[config.mk]
export PLATFORM = sky130hd
export DESIGN_NAME = fraction_product_reduce
export DESIGN_NICKNAME = d
export VERILOG_FILES = /design/src/design/fpr_pkg.sv /design/src/design/fpr_divider.sv /design/src/design/fraction_product_reduce.sv
export SDC_FILE = /design/constraint.sdc
export NUM_CORES = 2
export LEC_CHECK = 0
export BUFFER_PORTS_ARGS = -buffer_cell sky130_fd_sc_hd__clkbuf_2
export CORE_MARGIN = 3
export CORE_UTILIZATION = 31
export DETAILED_ROUTE_END_ITERATION = 6
export PLACE_DENSITY_LB_ADDON = 0.08
export SYNTH_ARGS = -nofsm -noshare
export SYNTH_HDL_FRONTEND = slang
export SYNTH_SLANG_ARGS = --single-unit
export TNS_END_PERCENT = 1
[constraint.sdc]
create_clock -name clk -period 11 [get_ports clk]
set_clock_uncertainty 0.15 [all_clocks]
set_input_delay 2.2 -clock clk [delete_from_list [all_inputs] [get_ports clk]]
set_output_delay 2.2 -clock clk [all_outputs]
set_load 0.1 [all_outputs]
[src/design/fpr_pkg.sv]
package fpr_pkg;

  localparam int DATA_WIDTH = 32;
  localparam int FIELD_WIDTH = 32;
  localparam int COUNT_WIDTH = $clog2(DATA_WIDTH);

  typedef logic [DATA_WIDTH-1:0] word_t;

  typedef struct packed {
    logic  start;
    word_t dividend;
    word_t divisor;
  } div_req_t;

  typedef struct packed {
    logic  busy;
    logic  done;
    word_t quotient;
    word_t remainder;
  } div_rsp_t;

  localparam word_t WORD_ONE = word_t'(1);

  // The 32-bit fields are sign-extended, or cut down, to the working width.
  function automatic word_t widen(input logic [FIELD_WIDTH-1:0] v);
    return word_t'($signed(v));
  endfunction

  function automatic word_t magnitude(input word_t v);
    return v[DATA_WIDTH-1] ? word_t'(0) - v : v;
  endfunction

endpackage

[src/design/fpr_divider.sv]
module fpr_divider (
  input  logic              clk,
  input  logic              rst,
  input  fpr_pkg::div_req_t req,
  output fpr_pkg::div_rsp_t rsp
);

  logic                           busy;
  logic                           done;
  logic [fpr_pkg::COUNT_WIDTH-1:0] cnt;
  fpr_pkg::word_t                 rem;
  fpr_pkg::word_t                 quo;
  fpr_pkg::word_t                 dvs;
  logic                           q_neg;
  logic                           r_neg;
  logic [fpr_pkg::DATA_WIDTH:0]   shifted;
  logic [fpr_pkg::DATA_WIDTH:0]   trial;

  assign shifted = {rem, quo[fpr_pkg::DATA_WIDTH-1]};
  assign trial   = shifted - {1'b0, dvs};

  // Restoring divide on magnitudes, one quotient bit per cycle.
  always_ff @(posedge clk) begin
    if (rst) begin
      busy <= 1'b0;
      done <= 1'b0;
    end else begin
      done <= 1'b0;
      if (busy) begin
        if (cnt == '0) begin
          busy <= 1'b0;
          done <= 1'b1;
        end
      end else if (req.start) begin
        busy <= 1'b1;
      end
    end
  end

  always_ff @(posedge clk) begin
    if (busy) begin
      cnt <= cnt - 1'b1;
      if (!trial[fpr_pkg::DATA_WIDTH]) begin
        rem <= trial[fpr_pkg::DATA_WIDTH-1:0];
        quo <= {quo[fpr_pkg::DATA_WIDTH-2:0], 1'b1};
      end else begin
        rem <= shifted[fpr_pkg::DATA_WIDTH-1:0];
        quo <= {quo[fpr_pkg::DATA_WIDTH-2:0], 1'b0};
      end
    end else if (req.start) begin
      cnt   <= fpr_pkg::COUNT_WIDTH'(fpr_pkg::DATA_WIDTH - 1);
      rem   <= '0;
      quo   <= fpr_pkg::magnitude(req.dividend);
      dvs   <= fpr_pkg::magnitude(req.divisor);
      q_neg <= req.dividend[fpr_pkg::DATA_WIDTH-1] ^ req.divisor[fpr_pkg::DATA_WIDTH-1];
      r_neg <= req.dividend[fpr_pkg::DATA_WIDTH-1];
    end
  end

  // Truncating division: the quotient sign is the xor of the operand signs
  // and the remainder follows the dividend. Negation wraps, so the minimum
  // value divided by minus one comes back as the minimum value.
  assign rsp.busy      = busy;
  assign rsp.done      = done;
  assign rsp.quotient  = q_neg ? fpr_pkg::word_t'(0) - quo : quo;
  assign rsp.remainder = r_neg ? fpr_pkg::word_t'(0) - rem : rem;

endmodule

[src/design/fraction_product_reduce.sv]
// Multiplies a stream of signed fractions into a running numerator and
// denominator (both starting at 1/1 and wrapping in two's complement), and on
// the item marked last reduces the product by Euclid's gcd with truncating
// remainder, emits it and restarts at 1/1. An item with last low only updates
// the running products. An item with last high is multiplied, then each Euclid
// step is a check state plus one division on a single shared radix-2 divider,
// then come the final check, the two quotient divisions and the emit cycle;
// in_ready is low meanwhile. When both products are zero the gcd is zero and
// the raw products are emitted with zero_gcd_error set, after the check state.
// A finished result waits in the output register while the next set is
// accumulated, and the emit cycle repeats while an earlier result is unread.
module fraction_product_reduce (
  input  logic               clk,
  input  logic               rst,
  input  logic               in_valid,
  output logic               in_ready,
  input  logic signed [31:0] numerator,
  input  logic signed [31:0] denominator,
  input  logic               last,
  output logic               out_valid,
  input  logic               out_ready,
  output logic signed [31:0] product_numerator,
  output logic signed [31:0] product_denominator,
  output logic               zero_gcd_error
);

  typedef enum logic [5:0] {
    S_IDLE      = 6'b000001,
    S_GCD_CHECK = 6'b000010,
    S_GCD_DIV   = 6'b000100,
    S_QUOT_NUM  = 6'b001000,
    S_QUOT_DEN  = 6'b010000,
    S_EMIT      = 6'b100000
  } state_t;

  state_t            state;
  fpr_pkg::word_t    run_num;
  fpr_pkg::word_t    run_den;
  fpr_pkg::word_t    prod_num;
  fpr_pkg::word_t    prod_den;
  fpr_pkg::word_t    ga;
  fpr_pkg::word_t    gb;
  fpr_pkg::word_t    res_num;
  fpr_pkg::word_t    res_den;
  logic              res_err;
  fpr_pkg::div_req_t div_req;
  fpr_pkg::div_rsp_t div_rsp;
  logic              in_fire;
  logic              out_free;

  fpr_divider u_div (
    .clk (clk),
    .rst (rst),
    .req (div_req),
    .rsp (div_rsp)
  );

  assign in_ready = (state == S_IDLE);
  assign in_fire  = in_valid && in_ready;
  assign out_free = !out_valid || out_ready;

  assign prod_num = fpr_pkg::word_t'(run_num * fpr_pkg::widen(numerator));
  assign prod_den = fpr_pkg::word_t'(run_den * fpr_pkg::widen(denominator));

  always_comb begin
    div_req = '0;
    case (state)
      S_GCD_CHECK: begin
        if (gb != '0) begin
          div_req.start    = 1'b1;
          div_req.dividend = ga;
          div_req.divisor  = gb;
        end else if (ga != '0) begin
          div_req.start    = 1'b1;
          div_req.dividend = run_num;
          div_req.divisor  = ga;
        end
      end
      S_QUOT_NUM: begin
        if (div_rsp.done) begin
          div_req.start    = 1'b1;
          div_req.dividend = run_den;
          div_req.divisor  = ga;
        end
      end
      default: begin
      end
    endcase
  end

  always_ff @(posedge clk) begin
    if (rst) begin
      state   <= S_IDLE;
      run_num <= fpr_pkg::WORD_ONE;
      run_den <= fpr_pkg::WORD_ONE;
    end else begin
      case (state)
        S_IDLE: begin
          if (in_fire) begin
            run_num <= prod_num;
            run_den <= prod_den;
            if (last) begin
              state <= S_GCD_CHECK;
            end
          end
        end
        S_GCD_CHECK: begin
          if (gb != '0) begin
            state <= S_GCD_DIV;
          end else if (ga != '0) begin
            state <= S_QUOT_NUM;
          end else begin
            state <= S_EMIT;
          end
        end
        S_GCD_DIV: begin
          if (div_rsp.done) begin
            state <= S_GCD_CHECK;
          end
        end
        S_QUOT_NUM: begin
          if (div_rsp.done) begin
            state <= S_QUOT_DEN;
          end
        end
        S_QUOT_DEN: begin
          if (div_rsp.done) begin
            state <= S_EMIT;
          end
        end
        S_EMIT: begin
          if (out_free) begin
            run_num <= fpr_pkg::WORD_ONE;
            run_den <= fpr_pkg::WORD_ONE;
            state   <= S_IDLE;
          end
        end
        default: begin
          state <= S_IDLE;
        end
      endcase
    end
  end

  // Euclid operands and the reduced result.
  always_ff @(posedge clk) begin
    case (state)
      S_IDLE: begin
        if (in_fire) begin
          ga <= prod_num;
          gb <= prod_den;
        end
      end
      S_GCD_CHECK: begin
        // Both products zero leaves the gcd at zero: pass them through raw.
        res_err <= (gb == '0) && (ga == '0);
        res_num <= run_num;
        res_den <= run_den;
      end
      S_GCD_DIV: begin
        if (div_rsp.done) begin
          ga <= gb;
          gb <= div_rsp.remainder;
        end
      end
      S_QUOT_NUM: begin
        if (div_rsp.done) begin
          res_num <= div_rsp.quotient;
        end
      end
      S_QUOT_DEN: begin
        if (div_rsp.done) begin
          res_den <= div_rsp.quotient;
        end
      end
      default: begin
      end
    endcase
  end

  always_ff @(posedge clk) begin
    if (rst) begin
      out_valid <= 1'b0;
    end else if (state == S_EMIT && out_free) begin
      out_valid <= 1'b1;
    end else if (out_ready) begin
      out_valid <= 1'b0;
    end
  end

  always_ff @(posedge clk) begin
    if (state == S_EMIT && out_free) begin
      product_numerator   <= 32'(res_num);
      product_denominator <= 32'(res_den);
      zero_gcd_error      <= res_err;
    end
  end

endmodule

# Word-level counts from Yosys, hierarchy flattened
# Index checks and enable logic that the tools add are counted.
dict set report totals {
  regBits 370
  input_bits 69
  word_cells 109
}
dict set report op_classes {
  n_addsub 6
  mul 2
  eq_ne 12
  mux 43
  bitwise_logic 2
  n_reduce_logical 23
}
# op count
set op_table {}
lappend op_table {{$mux W32} 14}
lappend op_table {{$pmux W32 S2} 6}
lappend op_table {{$mux W65} 3}
lappend op_table {{$pmux W65 S2} 1}
lappend op_table {{$sub A1 B32 Y32 const A} 4}
lappend op_table {{$logic_not A32 Y1} 2}
lappend op_table {{$mul A32 B32 Y32} 2}
lappend op_table {{$reduce_bool A32 Y1} 2}
lappend op_table {{$mux W6} 8}
lappend op_table {{$pmux W6 S6} 1}
lappend op_table {{$sub A33 B32 Y33} 1}
lappend op_table {{$mux W31} 1}
lappend op_table {{$reduce_bool A2 Y1} 6}
lappend op_table {{$mux W5} 2}
lappend op_table {{$ne A2 B1 Y1 const B} 5}
lappend op_table {{$mux W1} 7}
lappend op_table {{$eq A6 B1 Y1 const B} 1}
lappend op_table {{$eq A6 B2 Y1 const B} 1}
lappend op_table {{$eq A6 B3 Y1 const B} 1}
lappend op_table {{$eq A6 B4 Y1 const B} 1}
lappend op_table {{$eq A6 B5 Y1 const B} 1}
lappend op_table {{$eq A6 B6 Y1 const B} 1}
lappend op_table {{$reduce_and A2 Y1} 3}
lappend op_table {{$reduce_and A3 Y1} 2}
lappend op_table {{10 further kinds} 12}

# Depth between registers and ports, before layout
dict set report logic_depth {
  word_depth 8
  mapped_depth 29
  ltp_nobuf 27
}

# By module
# Synthesis repeated with hierarchy kept, for this count alone.
dict set report unflattened {
  cells_unflattened 5207
  hier_area_um2 50452.1
}
# module n_inst cells_per_inst area_each_um2 seq_area_each_um2
set by_module_without_submodules {}
lappend by_module_without_submodules {fraction_product_reduce 1 4313 42160.4 7247.0}
lappend by_module_without_submodules {fpr_divider 1 894 8291.7 3133.0}

# Least setup slack after synthesis
# Ideal clock, no wire load.
dict set report synth_path {
  path_type {input-to-reg}
  from {in numerator[3]}
  to {reg ga[30] (data pin)}
  setup_ns 0.267
  arrival_ns 8.879
  required_time_ns 10.583
  setup_slack_ns 1.705
  cell_stages 25
  path_buffers 2
  cell_sequence {clkbuf_1 clkbuf_1 and2_1 fa_1 inv_1 fa_1 fa_1 fa_1 inv_1 fa_1 fa_1 fa_1 fa_1 ha_1 a21o_1 a21o_1 a21oi_1 nor2_1 a21oi_1 a21bo_2 o41ai_1 nor2_1 a211oi_1 xor2_1 o21ai_0}
}
dict set report synth_between {
  elab_chain_cells 3
}
# element line
set synth_lines {}
lappend synth_lines {{start: declaration} fraction_product_reduce.sv:17} ;# input logic signed [31:0] numerator,
lappend synth_lines {{$mul A32 B32 Y32} fraction_product_reduce.sv:62} ;# assign prod_num = fpr_pkg::word_t'(run_num * fpr_pkg::widen(numerator));
lappend synth_lines {{$mux W32} fraction_product_reduce.sv:149} ;# if (in_fire) begin
lappend synth_lines {{$pmux W32 S2} fraction_product_reduce.sv:147} ;# case (state)
lappend synth_lines {{end signal: assignment} fraction_product_reduce.sv:150} ;# ga <= prod_num;
lappend synth_lines {{end signal: assignment} fraction_product_reduce.sv:162} ;# ga <= gb;
lappend synth_lines {{end: declaration} fraction_product_reduce.sv:41} ;# fpr_pkg::word_t ga;
# No other way between the ends. The select of a mux whose other input is x is not followed.
# A chain may end at the register's enable or synchronous reset.

# Worst setup path in the final report
dict set report layout_path {
  from {in numerator[5]}
  to {reg ga[30] (data pin)}
}
# The elaborated chain is that of the path after synthesis.

==> impl_metrics.env <==
export IMPL_drive_gt1_share_pct=6.35
export IMPL_status="complete, no violations"
export IMPL_core_area_mm2=0.161
export IMPL_rows=147
export IMPL_post_cts_buffers=0
export IMPL_top_layer="met4"
export IMPL_drc_errors=0
export IMPL_timing_rr_end="ga[29]"
export IMPL_crit_buf_inv=3
export IMPL_synth_flop_cell="edfxtp_1"
export IMPL_min_from="res_den[8]"
export IMPL_numCtsBuffers=47
export IMPL_layout_nets=6513
export IMPL_arrival_ps=9710
export IMPL_drtPass1Iterations=6
export IMPL_min_path_type="reg -> reg"
export IMPL_synth_compound_area_share_pct=8.03
export IMPL_final_cells=7550
export IMPL_hold_path_end="product_denominator[8]"
export IMPL_cts_hold_buf=0
export IMPL_hold_viol=0
export IMPL_grt_max_degree=74
export IMPL_synth_cell_types=74
export IMPL_crit_family="adder cells"
export IMPL_rsz0062_at_grt="false"
export IMPL_vias=37497
export IMPL_antenna_found_initial=9
export IMPL_syn_area_per_cell_um2=9.41
export IMPL_period_minus_slack_ps=9500
export IMPL_wl_per_cell_um=24.7
export IMPL_whs_path_depth=0
export IMPL_synth_edf_count=297
export IMPL_gp_congestion=0.846
export IMPL_ios=136
export IMPL_cts_htree_levels=2
export IMPL_muxShareOfSynthArea_pct=0.620
export IMPL_cts_clk_slew_worst_paths_ps=60
export IMPL_r2r_cells=24
export IMPL_clkLatencyLatePin_ps=630
export IMPL_rr_startpoint="run_num[6]"
export IMPL_cp_common_cell="fa_1"
export IMPL_dp_cells=7455
export IMPL_maxCapViolCount=0
export IMPL_wl_met1_um=89800
export IMPL_grt_pass1_wl_um=278000
export IMPL_synth_xor_area_share_pct=5.48
export IMPL_cts_tree="built"
export IMPL_worstMarginPinSlew_ps=1370
export IMPL_finish_instance_area_mm2=0.0551
export IMPL_routed_wl_um=186000
export IMPL_ys_async_sr_fraction_pct=0
export IMPL_synth_seq_area_share_pct=20.6
export IMPL_cts_path_max_buffers=3
export IMPL_synth_area_mm2=0.0505
export IMPL_n_fill_cell=16896
export IMPL_slowest_stage="fa_1"
export IMPL_worstPathCellList="clkbuf_2, and2_1, fa_1, fa_1, fa_1, inv_1, fa_1, inv_1, fa_1, fa_1, fa_1, fa_1, ha_1, a21o_1, a21o_1, a21oi_1, nor2_1, a21oi_1, a21bo_2, o41ai_1, nor2_1, a211oi_1, xor2_1, o21ai_0"
export IMPL_synth_top_family_by_area="adder cells"
export IMPL_dp_hpwl_um=143000
export IMPL_synthSimpleGateAreaFrac_pct=17.5
export IMPL_syn_to_final_growth_pct=9.18
export IMPL_max_freq_mhz=105
export IMPL_synth_nets=6536
export IMPL_viasPerCell=4.97
export IMPL_synth_warnings=0
export IMPL_critPathKind="in -> reg"
export IMPL_die_h_um=410
export IMPL_worstPathRequired_ps=11200
export IMPL_syn_inst=5367
export IMPL_slew_viol_final=0
export IMPL_met3_length_um=7440
export IMPL_setup_viol=0
export IMPL_rrSetupSlack_ps=2460
export IMPL_grt_overflow=0
export IMPL_grt_usage_pct=22.3
export IMPL_grt_pass1_vias=39776
export IMPL_critPathMaxFanout=27
export IMPL_die_area_mm2=0.168
export IMPL_yosysTopAreaCell="fa_1"
export IMPL_numPortBuffers=135
export IMPL_synth_most_common_cell="inv_1"
export IMPL_fin_tns_setup_ps=0
export IMPL_slew_headroom_pct=8.61
export IMPL_initial_core_util_pct=31.3
export IMPL_synthAdderAreaFrac_pct=39.4
export IMPL_ctsResizeCount=0
export IMPL_met2WireLength_um=85800
export IMPL_synthTopCellsByCount="inv_1 (832), fa_1 (817), nand2_1 (745)"
export IMPL_drtIter0Drc=2575
export IMPL_ys_ff_latch=370
export IMPL_yosysTopAreaCellShare_pct=32.4
export IMPL_root_buffer="clkbuf_16"
export IMPL_dpl_cell_area_mm2=0.0535
export IMPL_cpPeakStageDelay_ps=590
export IMPL_cp_start_kind="input port"
export IMPL_synth_top_cells_by_area="fa_1 (32%), edfxtp_1 (18%), and2_1 (7.8%)"
export IMPL_clock_sinks=370
export IMPL_fin_crit_sh_pct=86.4
export IMPL_antenna_left=0
export IMPL_cp_end_kind="flip-flop"
export IMPL_die_width_um=410
## worst max-delay path by stage
stage / from / endpoint / slack [ps] / depth (start not counted)
final: numerator[5] / ga[30] / 1500 / 24
after detailed placement: numerator[5] / ga[30] / 840 / 24
after CTS: numerator[5] / ga[30] / 1530 / 24
after global routing: numerator[5] / ga[30] / 1050 / 24
after global placement: numerator[5] / ga[30] / 900 / 24
after floorplan: numerator[3] / ga[30] / 1700 / 25
## layout by cell type (no fill, tap or decap), types with 83 or more instances in the layout
cell type  count
xor2_1       121
fa_1         817
a22oi_1       83
o21ai_0      232
inv_1        832
and2_1       625
nor2_1       180
a21oi_1      113
nand2_1      744
buf_4         89
clkbuf_2     134
ha_1         283
edfxtp_1     297
xnor2_1      194
## layout make-up
class	count	area, um2	area share, %
Antenna cell	7	17.5	0.0318
Clock buffer	70	1390	2.51
Clock inverter	18	196	0.356
Inverter	832	3120	5.67
Multi-Input combinational cell	3868	36000	65.2
Sequential cell	370	10400	18.8
Tap cell	2160	2700	4.90
Timing Repair Buffer	225	1360	2.47
## layer usage
layer	vias up	track usage, %
met3	158	1.95
met2	875	36.1
met5	-	0
met1	19646	32.8
li1	16818	-
met4	0	4.15
## logic make-up (layout without fill, tap and decap cells)
logic type,after synthesis,in the layout
buffers and inverters,1129,1145
AO/OA/AOI/OAI,648,648
flip-flops,370,370
XOR/XNOR,316,316
adder cells (fa/ha/maj),1100,1100
other,0,7
multiplexers,31,31
AND/OR/NAND/NOR,1773,1773
## through the flow
| stage | hold WS, ps | setup slack (ps) | utilization [%] |
|---|---|---|---|
| 6_report | 267 | 1500 | 34.2 |
| 5_1_grt | 269 | 1050 | 34.2 |
| 4_1_cts | 247 | 1530 | 34.2 |
| 3_5_place_dp | 255 | 836 | 33.2 |
| 3_3_place_gp | 251 | 904 | 33.2 |
| 2_1_floorplan | 250 | 1700 | - |
Power is not shown: default switching activity piles up to over one toggle a cycle in this logic, so the estimate is an artifact.
